--- config.mk ---
export PLATFORM = sky130hd
export DESIGN_NAME = tcm_queue
export DESIGN_NICKNAME = d
export VERILOG_FILES = /design/src/rtl/tail_conditional_mean_macros.svh /design/src/rtl/tcm_pkg.sv /design/src/rtl/tcm_queue.sv
export SDC_FILE = /design/constraint.sdc
export NUM_CORES = 1
export LEC_CHECK = 0
export BUFFER_PORTS_ARGS = -buffer_cell sky130_fd_sc_hd__buf_2
export CORE_MARGIN = 3
export CORE_UTILIZATION = 30
export DETAILED_ROUTE_END_ITERATION = 6
export PLACE_DENSITY = 0.59
export SYNTH_ARGS = -nofsm -noshare
export SYNTH_HDL_FRONTEND = slang
export SYNTH_SLANG_ARGS = --single-unit
--- constraint.sdc ---
create_clock -name i_clk -period 2.3 [get_ports i_clk]
set_clock_uncertainty 0.1 [all_clocks]
set_input_delay 0.115 -clock i_clk [delete_from_list [all_inputs] [get_ports i_clk]]
set_output_delay 0.115 -clock i_clk [all_outputs]
set_load 0.03 [all_outputs]
--- src/rtl/tail_conditional_mean_macros.svh ---
// Assertion macros shared by the tail conditional mean RTL.
// No dependencies; included inside module bodies.
`ifndef TAIL_CONDITIONAL_MEAN_MACROS_SVH
`define TAIL_CONDITIONAL_MEAN_MACROS_SVH

// Same-cycle implication under synchronous active-low reset.
`define TCM_ASSERT_NOW(label, clk, rst_n, ante, cons) \
    label: assert property (@(posedge clk) disable iff (!rst_n) (ante) |-> (cons)) \
        else $error("tcm: same-cycle check failed");

// Next-cycle implication under synchronous active-low reset.
`define TCM_ASSERT_NEXT(label, clk, rst_n, ante, cons) \
    label: assert property (@(posedge clk) disable iff (!rst_n) (ante) |=> (cons)) \
        else $error("tcm: next-cycle check failed");

`endif

--- src/rtl/tcm_pkg.sv ---
// Shared types and constants for the tail conditional mean block.
// No dependencies.
package tcm_pkg;
    localparam int DIST_IN_W     = 32;
    localparam int MEAN_W        = 40;
    localparam int COUNT_W       = 11;
    localparam int GAMMA_W       = 16;
    localparam int OPEN_W        = 10;
    localparam int FRAC_W        = 8;
    localparam int APB_ADDR_W    = 3;
    localparam int APB_DATA_W    = 32;
    localparam int Q_DEPTH       = 4;
    localparam int MAX_ITEMS_DEF = 1024;
    localparam int DIST_BITS_DEF = 32;

    localparam logic REG_GAMMA = 1'b0;
    localparam logic REG_OPEN  = 1'b1;

    typedef struct packed {
        logic eval;
        logic last;
    } t_item_ctl;

    typedef enum logic [3:0] {
        ST_LOAD,
        ST_KMUL,
        ST_KSET,
        ST_SCAN,
        ST_SUM,
        ST_TMUL,
        ST_TADD,
        ST_DIV,
        ST_OUT
    } t_back_state;
endpackage

--- src/rtl/tcm_queue.sv ---
// Short queue between front and back stages.
// Depends on tcm_pkg.
module tcm_queue #(
    parameter int DIST_BITS = tcm_pkg::DIST_BITS_DEF
) (
    input  logic                 i_clk,
    input  logic                 i_rst_n,
    input  logic                 i_valid,
    output logic                 o_ready,
    input  logic [DIST_BITS-1:0] i_impact,
    input  tcm_pkg::t_item_ctl   i_ctl,
    output logic                 o_valid,
    input  logic                 i_pop,
    output logic [DIST_BITS-1:0] o_impact,
    output tcm_pkg::t_item_ctl   o_ctl
);
    import tcm_pkg::*;

    localparam int PTR_W = $clog2(Q_DEPTH);
    localparam int LVL_W = $clog2(Q_DEPTH + 1);

    logic [DIST_BITS-1:0] r_impact [Q_DEPTH];
    t_item_ctl            r_ctl [Q_DEPTH];
    logic [PTR_W-1:0]     r_wr;
    logic [PTR_W-1:0]     r_rd;
    logic [LVL_W-1:0]     r_level;
    logic                 w_push;
    logic                 w_pop;

    assign o_ready  = (r_level != LVL_W'(Q_DEPTH));
    assign o_valid  = (r_level != '0);
    assign w_push   = i_valid && o_ready;
    assign w_pop    = i_pop && o_valid;
    assign o_impact = r_impact[r_rd];
    assign o_ctl    = r_ctl[r_rd];

    always_ff @(posedge i_clk) begin
        if (!i_rst_n) begin
            r_wr    <= '0;
            r_rd    <= '0;
            r_level <= '0;
        end else begin
            if (w_push) begin
                r_wr <= r_wr + PTR_W'(1);
            end
            if (w_pop) begin
                r_rd <= r_rd + PTR_W'(1);
            end
            if (w_push && !w_pop) begin
                r_level <= r_level + LVL_W'(1);
            end else if (w_pop && !w_push) begin
                r_level <= r_level - LVL_W'(1);
            end
        end
    end

    always_ff @(posedge i_clk) begin
        if (w_push) begin
            r_impact[r_wr] <= i_impact;
            r_ctl[r_wr]    <= i_ctl;
        end
    end
endmodule

==> results.txt <==
- CTS tree: yes
* First-iteration detailed-routing DRC count: 141
* Yosys Warn Count: 0
- The design draws 0.008633 W.
- The cell sitting at the root of the clock tree is a sky130_fd_sc_hd__clkbuf_16.
* Capturing instance or port of the critical path: r_level[2]
* Distinct cells, synth: 24
- Sequential elements use 78.33% of the synthesized area.
- The initialized floorplan defines 48 standard-cell rows.
- Syn_nets: 270
* Largest net degree at the start of global routing: 35
* Remaining global-route overflow: 0
- In this run the register-to-register setup slack is 0.16 ns.
* Number of optimization iterations in the first detailed-route pass: 4
- For the final routed database, the setup TNS stands at 0 ns.
- Worst setup EP type: flop
* Critical path startpoint category: flop
- Arrival time of the worst setup path: 2.38 ns
- Depth of the worst register-to-register path: 8
- 74 I/O pins were placed.
- From synthesis to final layout, the design area changed by 31.44%.
* Power density relative to cell area: 1206 nW/µm²
* Via density per instance: 4.402
- The number of antenna violations at the first check in global routing was 0.
* Vias post-DR: 2593
- Diode count: 0
- The number of slew-limit violations in the final report came to 0.
* Setup repair after global routing missed its margin: no
- The cell area that synthesis handed to floorplanning was 5444 µm².
- Height of the die: 140.7 µm
- The die covers 19800 µm².
- Endpoint of the lowest-slack register-to-register path: r_level[2]
- The number of global-route vias before repair is 2866.
- Averaged over all synthesized cells, the footprint is 24.09 µm².
- The die is 140.7 µm wide.
- The final-report hold violation count was 0.
- In the final routed layout, each cell accounts on average for 16.81 µm.
- Minimum period implied by the final worst setup slack: 2.139 ns
- Slowest stage cell on the critical path: sky130_fd_sc_hd__dfxtp_2
* Req. time, crit path: 2.55 ns
- Max-cap violations in this run came to 0.
- Outcome: completed
* Setup WS post-layout: 0.1610 ns
- Input and output buffers added on the ports amount to 73.
* Final GP Congestion: 0.7092
- Static leakage power: 2.458 nW
* Total of endpoints with negative setup slack in the final report: 0
- Based on the critical path, the design can be clocked at up to 0.4675 GHz.
- For this run, asynchronously set or reset flops after synthesis account for 0%.
- Final nets: 396
- Count of placed standard cells in the final layout, fillers left out: 589
* Min-Delay Path Class: primary input to flop
- Leaving out fill and tap cells, the most frequent cells in the layout are 136 x sky130_fd_sc_hd__edfxtp_1, 73 x sky130_fd_sc_hd__buf_2, 35 x sky130_fd_sc_hd__dlygate4sd3_1, 34 x sky130_fd_sc_hd__mux4_2, 17 x sky130_fd_sc_hd__clkbuf_16.
- In this run the worst setup path begins at r_level[1].
- Share of the cycle needed by the critical path after routing: 93.00%
- At the pin with the least slew margin, the transition time is 0.3430 ns.
- The number of placed instances, taps included, is 523.
- Category of the most critical setup path: flop to flop
- After legalization and detailed placement, the total HPWL measured 6054 µm.
* Number of enable-type register cells in the synthesized netlist: 136
* Starting Density: 31.04%
- In this design, the stage delay of the slowest critical-path cell is 0.41 ns.
* Max_slew headroom: 77.10%
* Most common cell after layout, fill and taps aside: sky130_fd_sc_hd__edfxtp_1
- The tree built by TritonCTS fans out to 145 sinks.
* Post-route DRC: 0
- Longest Clk Path Bufs: 2
- H-tree depth: 4
- After synthesis the netlist holds a flip-flop and latch count of 145.
- TritonCTS Buffers: 17
* Predominant post-synthesis flop cell: sky130_fd_sc_hd__edfxtp_1
- Clock latency on the worst-skew pair, taken at its later pin, is 0.41 ns.
- The worst register-to-register path begins at r_level[1].
* Aggregate global-route resource usage: 10.86%
* Pre-CTS setup slack: 0.04057 ns
- Of the cells placed in the final design, the portion with a size suffix greater than 1 is 42.86%.
* Antenna Violating Nets Remaining: 0
- After clock tree synthesis, the clock-pin slew on the worst setup and hold paths is 0.06 ns.
- In this run the worst path has a maximum fanout of 6.
* Critical path cell sequence: nor2_1 -> a21boi_4 -> ha_2 -> inv_1 -> fa_1 -> xor2_1 -> or3_1 -> a21boi_1
- Summed over all layers, the routed wires come to 9904 µm.
- Placeable core region: 17540 µm²
- Peak supply drop: 0.5179 mV
- The first global-routing pass estimated 15860 µm of wire.
- Number of instances in the synthesized netlist: 226
[per-layer routing]
layer	global-route usage (%)	vias up	part of all wire, %
li1	-	1196	-
met4	3.978	0	1.5
met5	0	-	0
met1	12.65	1326	41
met3	4.478	13	5.6
met2	18.09	58	52
[registers in the layout (all words and copies together), names as in the netlist, named ones only]
name,count
r_ctl,8
r_impact,128
r_level,3
r_rd,2
r_wr,2
[worst min path at each step]
stage	start	endpoint	slack [ns]	cells past startpoint
after floorplan	i_ctl[0]	r_ctl[0][0]	0.11	0
final	i_pop	flop	0.05	4
after global placement	i_impact[23]	r_impact[3][23]	0.23	1
after global routing	i_pop	flop	0.06	4
after detailed placement	i_impact[31]	r_impact[3][31]	0.23	1
after CTS	i_pop	flop	0.03	4
[cell usage after synthesis (2+ instances only)]
| cell type | count | share of area [%] |
|---|---|---|
| sky130_fd_sc_hd__xnor2_1 | 3 | 0.48 |
| sky130_fd_sc_hd__edfxtp_1 | 136 | 75 |
| sky130_fd_sc_hd__mux4_2 | 34 | 14 |
| sky130_fd_sc_hd__buf_12 | 3 | 1.1 |
| sky130_fd_sc_hd__or3_1 | 2 | 0.23 |
| sky130_fd_sc_hd__inv_1 | 3 | 0.21 |
| sky130_fd_sc_hd__and2_1 | 8 | 0.92 |
| sky130_fd_sc_hd__mux2i_1 | 3 | 0.55 |
| sky130_fd_sc_hd__buf_2 | 3 | 0.28 |
| sky130_fd_sc_hd__nand2_1 | 5 | 0.34 |
| sky130_fd_sc_hd__ha_1 | 5 | 1.1 |
| sky130_fd_sc_hd__dfxtp_1 | 9 | 3.3 |
[power breakdown]
group / internal, W / switching, W
Clock: 0.00203 / 0.00101
Sequential: 0.00321 / 0.000115
Combinational: 0.000920 / 0.00135
Total: 0.00616 / 0.00247
[cell families (layout without fill, tap and decap cells)]
family | Yosys count | count (layout) | synth area share [%]
adders and majority gates | 6 | 6 | 1.517
DFF | 145 | 145 | 78.33
AOI/OAI and AO/OA | 5 | 5 | 1.264
muxes | 37 | 37 | 14.62
buffers and inverters | 12 | 150 | 1.953
xor gates and xnor gates | 4 | 4 | 0.6436
and+or+nand+nor | 17 | 17 | 1.678
[cell type report]
class / instances / area [µm²]
Tap cell: 225 / 281.5
Clock inverter: 14 / 237.7
Inverter: 3 / 11.26
Clock buffer: 17 / 425.4
Multi-Input combinational cell: 69 / 1081
Fill cell: 1585 / 10380
Sequential cell: 145 / 4268
Timing Repair Buffer: 116 / 850.8
[per-stage QoR]
step                      hold WS, ns  util (%)  instance area (µm²)
final                         0.05430     40.80                 7156
after CTS                     0.03481     40.78                 7152
after detailed placement       0.2349     35.00                 6138
after global routing          0.06277     40.80                 7156
after floorplan                0.1139         -                 5444
after global placement         0.2265     35.00                 6138
[critical path, delay by kind of cell, from the launching register on]
kind	cells	cell delay, ns
fa+ha+maj	2	0.58
simple gates	2	0.44
flops	1	0.41
compound gates	2	0.31
xor+xnor	1	0.18
buf+inv	1	0.05
[repair_timing]
action | in CTS | in global routing
hold buffers | 35 | 0
endpoints found under the hold margin | 145 | 0
endpoints found under the setup margin | 0 | 1
gates resized for setup | 0 | 2
buffers inserted | 0 | 0
No activity file was read; power rests on OpenSTA's default activity.
