<file path="src/rtl/tail_conditional_mean_macros.svh">
// Assertion macros shared by the tail conditional mean RTL.
// No dependencies; included inside module bodies.
`ifndef TAIL_CONDITIONAL_MEAN_MACROS_SVH
`define TAIL_CONDITIONAL_MEAN_MACROS_SVH

// Same-cycle implication under synchronous active-low reset.
`define TCM_ASSERT_NOW(label, clk, rst_n, ante, cons) \
    label: assert property (@(posedge clk) disable iff (!rst_n) (ante) |-> (cons)) \
        else $error("tcm: same-cycle check failed");

// Next-cycle implication under synchronous active-low reset.
`define TCM_ASSERT_NEXT(label, clk, rst_n, ante, cons) \
    label: assert property (@(posedge clk) disable iff (!rst_n) (ante) |=> (cons)) \
        else $error("tcm: next-cycle check failed");

`endif

</file>
<file path="src/rtl/tcm_pkg.sv">
// Shared types and constants for the tail conditional mean block.
// No dependencies.
package tcm_pkg;
    localparam int DIST_IN_W     = 32;
    localparam int MEAN_W        = 40;
    localparam int COUNT_W       = 11;
    localparam int GAMMA_W       = 16;
    localparam int OPEN_W        = 10;
    localparam int FRAC_W        = 8;
    localparam int APB_ADDR_W    = 3;
    localparam int APB_DATA_W    = 32;
    localparam int Q_DEPTH       = 4;
    localparam int MAX_ITEMS_DEF = 1024;
    localparam int DIST_BITS_DEF = 32;

    localparam logic REG_GAMMA = 1'b0;
    localparam logic REG_OPEN  = 1'b1;

    typedef struct packed {
        logic eval;
        logic last;
    } t_item_ctl;

    typedef enum logic [3:0] {
        ST_LOAD,
        ST_KMUL,
        ST_KSET,
        ST_SCAN,
        ST_SUM,
        ST_TMUL,
        ST_TADD,
        ST_DIV,
        ST_OUT
    } t_back_state;
endpackage

</file>
<file path="src/rtl/tcm_front.sv">
// Front stage: accepts node items, forms the impact and tags the item.
// Depends on tcm_pkg.
module tcm_front #(
    parameter int DIST_BITS = tcm_pkg::DIST_BITS_DEF
) (
    input  logic                          i_clk,
    input  logic                          i_rst_n,
    input  logic                          i_valid,
    output logic                          o_ready,
    input  logic [tcm_pkg::DIST_IN_W-1:0] i_closest_dist,
    input  logic [tcm_pkg::DIST_IN_W-1:0] i_new_dist,
    input  logic                          i_func,
    input  logic                          i_last,
    output logic                          o_valid,
    input  logic                          i_ready,
    output logic [DIST_BITS-1:0]          o_impact,
    output tcm_pkg::t_item_ctl            o_ctl
);
    import tcm_pkg::*;

    logic                 r_valid;
    logic [DIST_BITS-1:0] r_impact;
    t_item_ctl            r_ctl;
    logic [DIST_BITS-1:0] w_cd;
    logic [DIST_BITS-1:0] w_nd;
    logic [DIST_BITS-1:0] w_imp;

    generate
        if (DIST_BITS >= DIST_IN_W) begin : g_wide
            assign w_cd = DIST_BITS'(i_closest_dist);
            assign w_nd = DIST_BITS'(i_new_dist);
        end else begin : g_sat
            assign w_cd = (|i_closest_dist[DIST_IN_W-1:DIST_BITS]) ? '1
                          : i_closest_dist[DIST_BITS-1:0];
            assign w_nd = (|i_new_dist[DIST_IN_W-1:DIST_BITS]) ? '1
                          : i_new_dist[DIST_BITS-1:0];
        end
    endgenerate

    assign w_imp   = (i_func && (w_nd < w_cd)) ? w_nd : w_cd;
    assign o_ready = !r_valid || i_ready;
    assign o_valid = r_valid;
    assign o_impact = r_impact;
    assign o_ctl   = r_ctl;

    always_ff @(posedge i_clk) begin
        if (!i_rst_n) begin
            r_valid <= 1'b0;
        end else if (o_ready) begin
            r_valid <= i_valid;
        end
    end

    always_ff @(posedge i_clk) begin
        if (i_valid && o_ready) begin
            r_impact  <= w_imp;
            r_ctl.eval <= i_func;
            r_ctl.last <= i_last;
        end
    end
endmodule

</file>
<file path="config.mk">
export PLATFORM = sky130hd
export DESIGN_NAME = tcm_front
export DESIGN_NICKNAME = d
export VERILOG_FILES = /design/src/rtl/tail_conditional_mean_macros.svh /design/src/rtl/tcm_pkg.sv /design/src/rtl/tcm_front.sv
export SDC_FILE = /design/constraint.sdc
export NUM_CORES = 1
export LEC_CHECK = 0
export ABC_AREA = 1
export BUFFER_PORTS_ARGS = -buffer_cell sky130_fd_sc_hd__buf_4
export CAP_MARGIN = 10
export CORE_MARGIN = 2
export CORE_UTILIZATION = 40
export DETAILED_ROUTE_END_ITERATION = 7
export PLACE_DENSITY = 0.78
export SLEW_MARGIN = 5
export SYNTH_ARGS = -nofsm -noshare
export SYNTH_HDL_FRONTEND = slang
export SYNTH_SLANG_ARGS = --single-unit
</file>
<file path="constraint.sdc">
create_clock -name i_clk -period 6.2 [get_ports i_clk]
set_clock_uncertainty 0.05 [all_clocks]
set_input_delay 1.55 -clock i_clk [delete_from_list [all_inputs] [get_ports i_clk]]
set_output_delay 1.55 -clock i_clk [all_outputs]
set_load 0.01 [all_outputs]
</file>
==> impl_summary.txt, run 1 <==
----------------------------------------------------
[Synthesis]
  Number of instances in the synthesized netlist ... 275
  Total of warnings raised by yosys ... 0
  Mapped Nets ... 376
  Ys async rst share ... 0%
  Yosys reg bits ... 35
  Post-Syn Area per Cell ... 9.11 sq um
  Synthesized-area fraction occupied by ao, oa, aoi and oai cells ... 5.24%
  Synth Cell Area ... 0.00251 sq mm
  Post-Synth Adder-Cell Area ... 15.5%
  Largest family of logic cells by synthesized area ... simple AND/OR/NAND/NOR gates
  Count of unique library cells instantiated by Yosys ... 26
  Post-synthesis share of cell area spent on and, or, nand and nor gates ... roughly 27%
  Portion of netlist area occupied by mux cells ... 0%
  Xor and xnor area share after synthesis ... 0%
  Sequential cell area fraction in the yosys report ... about two fifths
  Number of flops mapped to enable cells by yosys ... 34
  Post-synth top flop ... sky130_fd_sc_hd__edfxtp_1

[Worst setup path]
  Setup crit start ... i_closest_dist[17]
  R2R setup slack ... between 4 and 5 ns
  Terminus of the critical flop-to-flop path ... o_impact[10]$_DFFE_PP_
  Number of cells on the worst reg-to-reg path ... 1
  Worst path required time ... 6.18 ns
  Setup crit end kind ... flop
  Worst setup path end ... o_impact[17]$_DFFE_PP_
  Worst R2R Start ... o_valid$_SDFFE_PN0N_
  Worst-path maximum fanout ... 33
  Worst Path Arrival ... 3.61 ns
  Critical path launch point type ... input pin
  Worst Setup Path Type ... in2reg

[STA]
  Slew HR ... between 20% and 30%
  Total negative setup slack ... 0 ns
  Hold Vio Cnt, Final ... 0
  Slew at the pin closest to its max-slew limit ... 1.09 ns
  Final Critical Period ... 3.63 ns
  Portion of the clock cycle consumed by the worst path in the final layout ... 58.5%
  Unrepaired setup endpoints after global routing ... false
  Count of pins over their slew limit ... 0
  Slack of the critical path ... around 2.6 ns
  # setup viols final ... 0
  Upper clock frequency limit ... ~280 MHz
  Final Hold Slack ... roughly 0.51 ns

[Placed design]
  Worst slack at placement ... 2.28 ns
  DPL Wire Length ... 4450 um
  Final weighted congestion in routability-driven placement ... around 0.84
  Port Buf Inserts ... 105

[Die]
  Chip Height ... 83.2 um
  DIE AREA ... 0.00691 sq mm
  Count of standard-cell rows ... 28
  Starting Density ... 41.8%
  Area of the core region ... 0.00599 sq mm
  Die Width ... ~83 um
  Top-level port count ... between 100 and 150

[CTS]
  Level count of the clock H-tree ... 2
  Clock tree from TritonCTS ... built
  Inserted Clock Buffers ... 5
  Setup bufs post-CTS ... 0
  Hold buffer count at cts ... 0
  Clock sink count ... 35
  Source-to-sink clock delay at the later pin of the worst-skew pair ... 0.27 ns
  CTS root buffer ... sky130_fd_sc_hd__clkbuf_8
  Longest Clk Path Bufs ... 2
  Clock slew at reported path FFs ... 0.08 ns
  CTS-repair resized insts ... 0

[Pwr]
  Pwr Density ... 185 mW/mm^2
  Clock share of power ... 24.7%
  Max rail drop VDD ... 115 uV
  Switching pwr ... ~0.00018 W
  Share of total power in combinational logic ... 28.6%
  Cell leakage power ... between 1.5 and 2 nW
  Seq pwr share ... between 40% and 50%
  Total power of the final layout ... 0.000624 W
  Internal power ... about 0.00045 W
  Switching share of power ... between 20 and 30%

[Global routing]
  Overflow left after global routing ... 0
  Largest net degree at the start of global routing ... 35
  Antenna violations before repair ... 0
  Via count of the first global-routing pass ... ~2200
  Wire length of the first global-routing pass ... just over 9000 um
  GR Util All Layers ... 16.4%

[Drt]
  First-pass iteration count of the detailed router ... 4
  Total wire length ... 5700 um
  Antenna-violating nets left ... 0
  Via-per-instance ratio ... 4.75
  Number of DRC violations after detailed routing ... 0
  Total vias in the final route ... 2155
  Starting DRT DRC Count ... 57
  WL per Instance ... ~13 um

[Final layout]
  Layout area overhead ... 34.6%
  Final core utilization ... between 50% and 60%
  Share of cells above drive strength 1 ... between 30% and 40%
  Most used cells in the layout excluding fill and tap cells ... 105 x sky130_fd_sc_hd__buf_4, 58 x sky130_fd_sc_hd__nand2_1, 41 x sky130_fd_sc_hd__inv_1
  Antenna fix cells ... 0
  Final net count ... 479
  Most common cell after layout, fill and taps aside ... sky130_fd_sc_hd__buf_4

[Outcome]
  Run status ... complete, no violations

[Hold path]
  Path class of the lowest-slack min-delay path ... reg2reg

[Job]
  Total of max-cap violations ... 0

----------------------------------------------------
## worst min path at each step
stage	from	end	cells after the start
after floorplan	o_valid$_SDFFE_PN0N_	o_valid$_SDFFE_PN0N_	2
after global placement	o_valid$_SDFFE_PN0N_	o_valid$_SDFFE_PN0N_	2
after detailed placement	o_valid$_SDFFE_PN0N_	o_valid$_SDFFE_PN0N_	2
after CTS	o_valid$_SDFFE_PN0N_	o_valid$_SDFFE_PN0N_	2
after global routing	o_valid$_SDFFE_PN0N_	o_valid$_SDFFE_PN0N_	2
final	o_valid$_SDFFE_PN0N_	o_valid$_SDFFE_PN0N_	2
## cell families (layout without fill, tap and decap cells)
| logic type | count (synthesis) | in the layout |
|---|---|---|
| buffers and inverters | 51 | 155 |
| flip-flops | 35 | 35 |
| AND/OR/NAND/NOR | 135 | 135 |
| adder cells (fa/ha/maj) | 31 | 31 |
| AO/OA/AOI/OAI | 23 | 23 |
## state kept, by name, indices dropped and copies added (netlist names)
signal    cells
o_impact     32
o_ctl         2
o_valid       1
## power groups by stage
stage          Clock, W  Combinational, W  Sequential, W
2_1_floorplan         0         0.0000911       0.000308
3_3_place_gp          0          0.000174       0.000297
3_5_place_dp          0          0.000180       0.000297
4_1_cts        0.000157          0.000181       0.000292
5_1_grt        0.000167          0.000200       0.000294
6_report       0.000154          0.000178       0.000292
## Yosys cell counts (2+ instances only)
cell / n / share of area (%)
sky130_fd_sc_hd__buf_4: 6 / 1.8
sky130_fd_sc_hd__nand3_1: 33 / 6.6
sky130_fd_sc_hd__buf_12: 3 / 2.4
sky130_fd_sc_hd__nor3_1: 2 / 0.40
sky130_fd_sc_hd__nand2_2: 31 / 7.7
sky130_fd_sc_hd__nand2_1: 58 / 8.7
sky130_fd_sc_hd__o21ai_0: 2 / 0.40
sky130_fd_sc_hd__nor2_1: 2 / 0.30
sky130_fd_sc_hd__nand4_1: 2 / 0.50
sky130_fd_sc_hd__ha_1: 31 / 15
sky130_fd_sc_hd__a21oi_1: 15 / 3.0
sky130_fd_sc_hd__inv_1: 41 / 6.1
sky130_fd_sc_hd__nor2_2: 2 / 0.50
sky130_fd_sc_hd__edfxtp_1: 34 / 41
sky130_fd_sc_hd__o21ai_1: 2 / 0.40
## per-layer routing
| metal | GRT usage, % | share of wire, % | vias up |
|---|---|---|---|
| li1 | - | - | 1117 |
| met1 | 18.6 | 39 | 959 |
| met2 | 30.0 | 54 | 75 |
| met3 | 3.78 | 6.6 | 4 |
| met4 | 5.51 | 0.93 | 0 |
| met5 | 0 | 0 | - |
## cell type report
class | instances | area [sq um]
Clock buffer | 6 | 72.6
Clock inverter | 2 | 7.51
Fill cell | 566 | 2620
Inverter | 42 | 158
Multi-Input combinational cell | 189 | 1210
Sequential cell | 35 | 1040
Tap cell | 75 | 93.8
Timing Repair Buffer | 105 | 788
## metrics by stage
| stage | area [sq um] | instances |
|---|---|---|
| 6_report | 3370 | 454 |
| 5_1_grt | 3370 | 454 |
| 4_1_cts | 3370 | 454 |
| 3_5_place_dp | 3290 | 446 |
| 3_3_place_gp | 3290 | 446 |
| 2_1_floorplan | 2510 | 275 |
## critical path, stage by stage
cell                      delay, ns
sky130_fd_sc_hd__buf_4         0.09
sky130_fd_sc_hd__inv_1         0.03
sky130_fd_sc_hd__ha_1          0.30
sky130_fd_sc_hd__a21oi_1       0.16
sky130_fd_sc_hd__o21ai_1       0.08
sky130_fd_sc_hd__nand2_1       0.09
sky130_fd_sc_hd__a21oi_2       0.08
sky130_fd_sc_hd__nor2_4        0.69
sky130_fd_sc_hd__nand2_8       0.33
sky130_fd_sc_hd__nand2_2       0.12
sky130_fd_sc_hd__nand2_1       0.07
(Power assumes the default switching activity.)
==> run 2: changes to the inputs <==
--- a/config.mk
+++ b/config.mk
@@ -11,7 +11,7 @@
 export CORE_MARGIN = 2
 export CORE_UTILIZATION = 40
 export DETAILED_ROUTE_END_ITERATION = 7
-export PLACE_DENSITY = 0.78
+export PLACE_DENSITY = 0.8
 export SLEW_MARGIN = 5
 export SYNTH_ARGS = -nofsm -noshare
 export SYNTH_HDL_FRONTEND = slang
==> constraint.sdc (replaced) <==
create_clock -name i_clk -period 3.2 [get_ports i_clk]
set_clock_uncertainty 0.05 [all_clocks]
set_input_delay 0.8 -clock i_clk [delete_from_list [all_inputs] [get_ports i_clk]]
set_output_delay 0.8 -clock i_clk [all_outputs]
set_load 0.01 [all_outputs]
==> impl_summary.txt, run 2 (synthesized netlist as in run 1, its figures left out) <==
----------------------------------------------------
[Outcome]
  Run status ... complete, no violations (unchanged)

[Placed design]
  Placed Cells ... 449 (was 446)
  Port Buf Inserts ... 105 (unchanged)
  Worst slack at placement ... 0.279 ns (was 2.28 ns)
  Final weighted congestion in routability-driven placement ... 0.818 (was 0.836)
  DPL Wire Length ... 4680 um (was 4450 um)

[Global routing]
  Wire length of the first global-routing pass ... 9700 um (was 9230 um)
  Largest net degree at the start of global routing ... 35 (unchanged)
  Antenna violations before repair ... 0 (unchanged)
  Overflow left after global routing ... 0 (unchanged)
  Via count of the first global-routing pass ... 2143 (was 2150)
  GR Util All Layers ... 17.5% (was 16.4%)

[Die]
  DIE AREA ... 0.00691 sq mm (unchanged)
  Count of standard-cell rows ... 28 (unchanged)
  Area of the core region ... 0.00599 sq mm (unchanged)
  Top-level port count ... 106 (unchanged)
  Die Width ... 83.2 um (unchanged)
  Chip Height ... 83.2 um (unchanged)
  Starting Density ... 41.8% (unchanged)

[CTS]
  Setup bufs post-CTS ... 0 (unchanged)
  CTS-repair resized insts ... 0 (unchanged)
  Inserted Clock Buffers ... 5 (unchanged)
  CTS root buffer ... sky130_fd_sc_hd__clkbuf_8 (unchanged)
  Clock tree from TritonCTS ... built (unchanged)
  Clock sink count ... 35 (unchanged)
  Level count of the clock H-tree ... 2 (unchanged)
  Longest Clk Path Bufs ... 2 (unchanged)
  Clock slew at reported path FFs ... 0.07 ns (was 0.08 ns)
  Hold buffer count at cts ... 0 (unchanged)
  Source-to-sink clock delay at the later pin of the worst-skew pair ... 0.27 ns (about the same)

[Drt]
  Starting DRT DRC Count ... 56 (was 57)
  Via-per-instance ratio ... 4.75 (about the same)
  WL per Instance ... 13.0 um (was 12.6 um)
  Total vias in the final route ... 2169 (was 2155)
  Antenna-violating nets left ... 0 (unchanged)
  Total wire length ... 5940 um (was 5700 um)
  First-pass iteration count of the detailed router ... 4 (unchanged)
  Number of DRC violations after detailed routing ... 0 (unchanged)

[Worst setup path]
  Number of cells on the worst reg-to-reg path ... 2 (was 1)
  Setup crit end kind ... flop (unchanged)
  Worst-path maximum fanout ... 33 (unchanged)
  Setup crit start ... i_closest_dist[5] (was i_closest_dist[17])
  Worst Setup Path Type ... in2reg (unchanged)
  Worst R2R Start ... o_valid$_SDFFE_PN0N_ (unchanged)
  Critical path launch point type ... input pin (unchanged)
  Terminus of the critical flop-to-flop path ... o_impact[18]$_DFFE_PP_ (was o_impact[10]$_DFFE_PP_)
  R2R setup slack ... 1.87 ns (was 4.57 ns)
  Worst path required time ... 3.18 ns (was 6.18 ns)
  Worst Path Arrival ... 2.59 ns (was 3.61 ns)

[STA]
  Count of pins over their slew limit ... 0 (unchanged)
  Total negative setup slack ... 0 ns (unchanged)
  Slew HR ... 70.2% (was 27.1%)
  Final Critical Period ... 2.61 ns
  Slack of the critical path ... 0.591 ns (was 2.57 ns)
  Hold Vio Cnt, Final ... 0 (unchanged)
  Unrepaired setup endpoints after global routing ... false (unchanged)
  Upper clock frequency limit ... roughly 380 MHz
  # setup viols final ... 0 (unchanged)
  Portion of the clock cycle consumed by the worst path in the final layout ... 81.5%
  Slew at the pin closest to its max-slew limit ... 0.446 ns (was 1.09 ns)

[Final layout]
  Final net count ... 482 (was 479)
  Layout Cells excl Fill ... 457 (was 454)
  Number of filler cells placed in the layout ... 563 (was 566)
  Most used cells in the layout excluding fill and tap cells ... 108 x sky130_fd_sc_hd__buf_4, 58 x sky130_fd_sc_hd__nand2_1, 41 x sky130_fd_sc_hd__inv_1 (was 105 x sky130_fd_sc_hd__buf_4, 58 x sky130_fd_sc_hd__nand2_1, 41 x sky130_fd_sc_hd__inv_1)
  Most common cell after layout, fill and taps aside ... sky130_fd_sc_hd__buf_4 (unchanged)
  Share of cells above drive strength 1 ... 40.8% (was 39.8%)
  Number of flip-flops under the largest register name ... 32 (unchanged)
  Antenna fix cells ... 0 (unchanged)
  Layout area overhead ... 36.6% (was 34.6%)

[Hold path]
  WHS Endpoint ... o_valid$_SDFFE_PN0N_ (unchanged)
  Path class of the lowest-slack min-delay path ... reg2reg (unchanged)
  Beginning of the worst hold path ... o_valid$_SDFFE_PN0N_ (unchanged)
  WHS Path Cells ... 2 (unchanged)

[Pwr]
  Max rail drop VDD ... 207 uV (was 115 uV)
  Pwr Density ... 382 mW/mm^2 (was 185 mW/mm^2)
  Cell leakage power ... 1.81 nW (was 1.78 nW)

[Job]
  Total of max-cap violations ... 0 (unchanged)

----------------------------------------------------
[run 2: cell types whose count changed in the layout (fill, tap and decap cells not counted)]
cell / delta
sky130_fd_sc_hd__buf_4: +3
sky130_fd_sc_hd__bufinv_16: +1
sky130_fd_sc_hd__clkbuf_1: -1
sky130_fd_sc_hd__clkinv_1: -1
sky130_fd_sc_hd__clkinv_2: +1
[run 2: routing by layer]
layer / share of wire [%] / wire, um / track usage (%) / vias up
met5: 0 / 0 / 0 / -
met4: 0.52 / 31 / 4.62 / 0
met3: 5.6 / 334 / 4.57 / 2
met2: 52 / 3070 / 32.1 / 69
met1: 42 / 2500 / 20.0 / 977
li1: - / - / - / 1121
[run 2: where the power goes]
part / internal [W] / switching [W] / leakage (nW)
registers: 0.000554 / 0.0000127 / 0.340
clock network: 0.000228 / 0.000162 / 0.0556
logic: 0.000171 / 0.000181 / 1.41
total: 0.000954 / 0.000355 / 1.81
[run 2: worst max path at each step]
stage | slack [ns] | endpoint | cells past startpoint
after global placement | 0.33 | o_impact[31]$_DFFE_PP_ | 13
after detailed placement | 0.28 | o_impact[15]$_DFFE_PP_ | 13
after global routing | 0.36 | o_impact[0]$_DFFE_PP_ | 13
final | 0.59 | o_impact[3]$_DFFE_PP_ | 13
after CTS | 0.58 | o_impact[0]$_DFFE_PP_ | 13
after floorplan | 0.20 | o_ctl[0]$_DFFE_PP_ | 2
[run 2: layout make-up]
| class | instances | area [sq um] | area share, % |
|---|---|---|---|
| clock inverters | 3 | 38.8 | 1.13 |
| multi-input cells | 189 | 1210 | 35.4 |
| well taps | 75 | 93.8 | 2.74 |
| flip-flops and latches | 35 | 1040 | 30.4 |
| clock buffers | 5 | 68.8 | 2.01 |
| repair buffers | 108 | 811 | 23.7 |
| inverters | 42 | 158 | 4.60 |
[run 2: through the flow]
step	area, sq um	power (W)	hold slack, ns	utilization, %
2_1_floorplan	2510	0.000773	0.545	-
5_1_grt	3420	0.00138	0.573	57.2
6_report	3420	0.00131	0.547	57.2
3_3_place_gp	3320	0.000918	0.491	55.4
3_5_place_dp	3320	0.000933	0.542	55.4
4_1_cts	3420	0.00132	0.551	57.2
[run 2: worst max-delay path: stages]
cell,delay (ns)
sky130_fd_sc_hd__buf_4,0.09
sky130_fd_sc_hd__inv_1,0.04
sky130_fd_sc_hd__ha_1,0.29
sky130_fd_sc_hd__a21oi_1,0.14
sky130_fd_sc_hd__nor2_1,0.05
sky130_fd_sc_hd__nor3_1,0.14
sky130_fd_sc_hd__nand2_1,0.11
sky130_fd_sc_hd__nand2_1,0.08
sky130_fd_sc_hd__nand2_2,0.06
sky130_fd_sc_hd__nand2_4,0.31
sky130_fd_sc_hd__nand2_8,0.29
sky130_fd_sc_hd__nand2_2,0.12
sky130_fd_sc_hd__nand2_1,0.06
==> run 3: changes to the inputs <==
--- a/config.mk
+++ b/config.mk
@@ -11,7 +11,7 @@
 export CORE_MARGIN = 2
 export CORE_UTILIZATION = 40
 export DETAILED_ROUTE_END_ITERATION = 7
-export PLACE_DENSITY = 0.8
+export PLACE_DENSITY = 0.78
 export SLEW_MARGIN = 5
 export SYNTH_ARGS = -nofsm -noshare
 export SYNTH_HDL_FRONTEND = slang
==> constraint.sdc (replaced) <==
create_clock -name i_clk -period 2.5 [get_ports i_clk]
set_clock_uncertainty 0.05 [all_clocks]
set_input_delay 0.625 -clock i_clk [delete_from_list [all_inputs] [get_ports i_clk]]
set_output_delay 0.625 -clock i_clk [all_outputs]
set_load 0.01 [all_outputs]
==> impl_summary.txt, run 3 (synthesized netlist as in run 1, its figures left out) <==
----------------------------------------------------
[CTS]
  Clock tree from TritonCTS ... built (unchanged)
  CTS-repair resized insts ... 0 (unchanged)
  Level count of the clock H-tree ... 2 (unchanged)
  CTS root buffer ... sky130_fd_sc_hd__clkbuf_8 (unchanged)
  Clock slew at reported path FFs ... 0.08 ns (was 0.07 ns)
  Clock sink count ... 35 (unchanged)
  Hold buffer count at cts ... 0 (unchanged)
  Inserted Clock Buffers ... 5 (unchanged)
  Setup bufs post-CTS ... 0 (unchanged)
  Longest Clk Path Bufs ... 2 (unchanged)
  Source-to-sink clock delay at the later pin of the worst-skew pair ... 0.27 ns (about the same)

[Final layout]
  Share of cells above drive strength 1 ... 41.3% (was 40.8%)
  Final net count ... 487 (was 482)
  Layout area overhead ... 37.6% (was 36.6%)
  Number of filler cells placed in the layout ... 552 (was 563)
  Layout Cells excl Fill ... 462 (was 457)
  Most common cell after layout, fill and taps aside ... sky130_fd_sc_hd__buf_4 (unchanged)
  Antenna fix cells ... 0 (unchanged)
  Number of flip-flops under the largest register name ... 32 (unchanged)
  Cell area after layout ... 0.00345 sq mm (was 0.00342 sq mm)
  Area taken by multi-input logic gates ... 0.00121 sq mm (unchanged)
  Most used cells in the layout excluding fill and tap cells ... 112 x sky130_fd_sc_hd__buf_4, 58 x sky130_fd_sc_hd__nand2_1, 41 x sky130_fd_sc_hd__inv_1 (was 108 x sky130_fd_sc_hd__buf_4, 58 x sky130_fd_sc_hd__nand2_1, 41 x sky130_fd_sc_hd__inv_1)
  Register area ... 0.00104 sq mm (unchanged)

[Placed design]
  Worst slack at placement ... 0.0777 ns (was 0.279 ns)
  Port Buf Inserts ... 105 (unchanged)
  Placed Cells ... 454 (was 449)
  DPL Wire Length ... 4700 um (was 4680 um)
  Final weighted congestion in routability-driven placement ... 0.864 (was 0.818)
  Standard cell area after detailed placement ... 0.00337 sq mm (was 0.00332 sq mm)

[Die]
  Count of standard-cell rows ... 28 (unchanged)
  Die Width ... 83.2 um (unchanged)
  Top-level port count ... 106 (unchanged)
  DIE AREA ... 0.00691 sq mm (unchanged)
  Area of the core region ... 0.00599 sq mm (unchanged)
  Starting Density ... 41.8% (unchanged)
  Chip Height ... 83.2 um (unchanged)

[Worst setup path]
  Terminus of the critical flop-to-flop path ... o_impact[30]$_DFFE_PP_ (was o_impact[18]$_DFFE_PP_)
  Worst path required time ... 2.49 ns (was 3.18 ns)
  Number of cells on the worst reg-to-reg path ... 2 (unchanged)
  Cell-by-cell listing of the critical path ... buf_4 -> inv_1 -> ha_1 -> a21oi_1 -> o21ai_1 -> nand2_1 -> a21oi_2 -> nor2_4 -> nand2_8 -> nand2_2 -> nand2_1 (was buf_4 -> inv_1 -> ha_1 -> a21oi_1 -> nor2_1 -> nor3_1 -> nand2_1 -> nand2_1 -> nand2_2 -> nand2_4 -> nand2_8 -> nand2_2 -> nand2_1)
  Critical path buffer and inverter count ... 2 (unchanged)
  Slowest cell delay on critical path ... 0.30 ns (was 0.31 ns)
  Stages on the worst setup path ... 11 (was 13)
  Setup crit end kind ... flop (unchanged)
  Family with the most delay on the worst path ... simple AND/OR/NAND/NOR gates (unchanged)
  Setup crit start ... i_closest_dist[17] (was i_closest_dist[5])
  Worst R2R Start ... o_valid$_SDFFE_PN0N_ (unchanged)
  Critical path launch point type ... input pin (unchanged)
  Crit-path most repeated cell ... sky130_fd_sc_hd__nand2_1 (unchanged)
  Worst Path Arrival ... 2.11 ns (was 2.59 ns)
  Worst-path maximum fanout ... 32 (was 33)
  Worst Setup Path Type ... in2reg (unchanged)
  Crit-path slowest cell ... sky130_fd_sc_hd__ha_1 (was sky130_fd_sc_hd__nand2_4)
  Worst setup path end ... o_impact[9]$_DFFE_PP_ (was o_impact[3]$_DFFE_PP_)
  R2R setup slack ... 1.05 ns (was 1.87 ns)

[Drt]
  Via-per-instance ratio ... 4.76 (was 4.75)
  Total vias in the final route ... 2199 (was 2169)
  Total wire length ... 5830 um (was 5940 um)
  First-pass iteration count of the detailed router ... 4 (unchanged)
  Number of DRC violations after detailed routing ... 0 (unchanged)
  WL per Instance ... 12.6 um (was 13.0 um)
  Starting DRT DRC Count ... 65 (was 56)
  Antenna-violating nets left ... 0 (unchanged)

[Global routing]
  Via count of the first global-routing pass ... 2218 (was 2143)
  GR Util All Layers ... 17.1% (was 17.5%)
  Antenna violations before repair ... 0 (unchanged)
  Overflow left after global routing ... 0 (unchanged)
  Wire length of the first global-routing pass ... 9650 um (was 9700 um)
  Largest net degree at the start of global routing ... 33 (was 35)

[STA]
  # setup viols final ... 0 (unchanged)
  Slew at the pin closest to its max-slew limit ... 0.588 ns (was 0.446 ns)
  Portion of the clock cycle consumed by the worst path in the final layout ... 84.5%
  Hold Vio Cnt, Final ... 0 (unchanged)
  Total negative setup slack ... 0 ns (unchanged)
  Final Critical Period ... 2.11 ns
  Slew HR ... 60.7% (was 70.2%)
  Slack of the critical path ... 0.387 ns (was 0.591 ns)
  Unrepaired setup endpoints after global routing ... false (unchanged)
  Count of pins over their slew limit ... 0 (unchanged)
  Upper clock frequency limit ... 473 MHz

[Pwr]
  Pwr Density ... 457 mW/mm^2 (was 382 mW/mm^2)
  Total power of the final layout ... 0.00158 W (was 0.00131 W)
  Cell leakage power ... 1.82 nW (was 1.81 nW)
  Max rail drop VDD ... 305 uV (was 207 uV)

[Hold path]
  Path class of the lowest-slack min-delay path ... in2reg (was reg2reg)

[Job]
  Total of max-cap violations ... 0 (unchanged)

[Outcome]
  Run status ... complete, no violations (unchanged)

----------------------------------------------------
## run 3: cell count changes in the layout (fill, tap and decap cells not counted)
| cell | previous run | this run |
|---|---|---|
| sky130_fd_sc_hd__clkbuf_1 | 0 | 2 |
| sky130_fd_sc_hd__buf_4 | 108 | 112 |
| sky130_fd_sc_hd__buf_12 | 0 | 1 |
| sky130_fd_sc_hd__clkinv_1 | 1 | 0 |
| sky130_fd_sc_hd__bufinv_16 | 1 | 0 |
## run 3: how the worst min path moves through the flow
| stage | start | end | cells past startpoint |
|---|---|---|---|
| after floorplan | o_valid$_SDFFE_PN0N_ | o_valid$_SDFFE_PN0N_ | 2 |
| after global placement | o_valid$_SDFFE_PN0N_ | o_valid$_SDFFE_PN0N_ | 2 |
| after detailed placement | o_valid$_SDFFE_PN0N_ | o_valid$_SDFFE_PN0N_ | 2 |
| after CTS | i_last | o_ctl[0]$_DFFE_PP_ | 1 |
| after global routing | i_last | o_ctl[0]$_DFFE_PP_ | 1 |
| final | i_last | o_ctl[0]$_DFFE_PP_ | 1 |
## run 3: per-stage QoR
stage	utilization, %	hold slack [ns]
final	57.6	0.478
after global routing	57.6	0.462
after CTS	57.6	0.468
after detailed placement	56.2	0.537
after global placement	56.2	0.489
after floorplan	-	0.558
## run 3: power by group
part / switching (W) / leakage (nW) / internal (W) / total, W
clock: 0.000198 / 0.0422 / 0.000196 / 0.000394
sequential: 0.0000147 / 0.340 / 0.000709 / 0.000724
combinational: 0.000232 / 1.44 / 0.000226 / 0.000458
total: 0.000445 / 1.82 / 0.00113 / 0.00158
## run 3: metal layers
layer | track usage [%] | wire [um]
met1 | 19.9 | 2440
met2 | 31.2 | 3000
met3 | 3.38 | 337
met4 | 5.96 | 60
met5 | 0 | 0
## run 3: area by class of cell
cell class,count,share of cell area (%)
Clock buffer,7,2.21
Clock inverter,1,0.145
Inverter,42,4.57
Multi-Input combinational cell,189,35.2
Sequential cell,35,30.2
Tap cell,75,2.72
Timing Repair Buffer,113,25.0
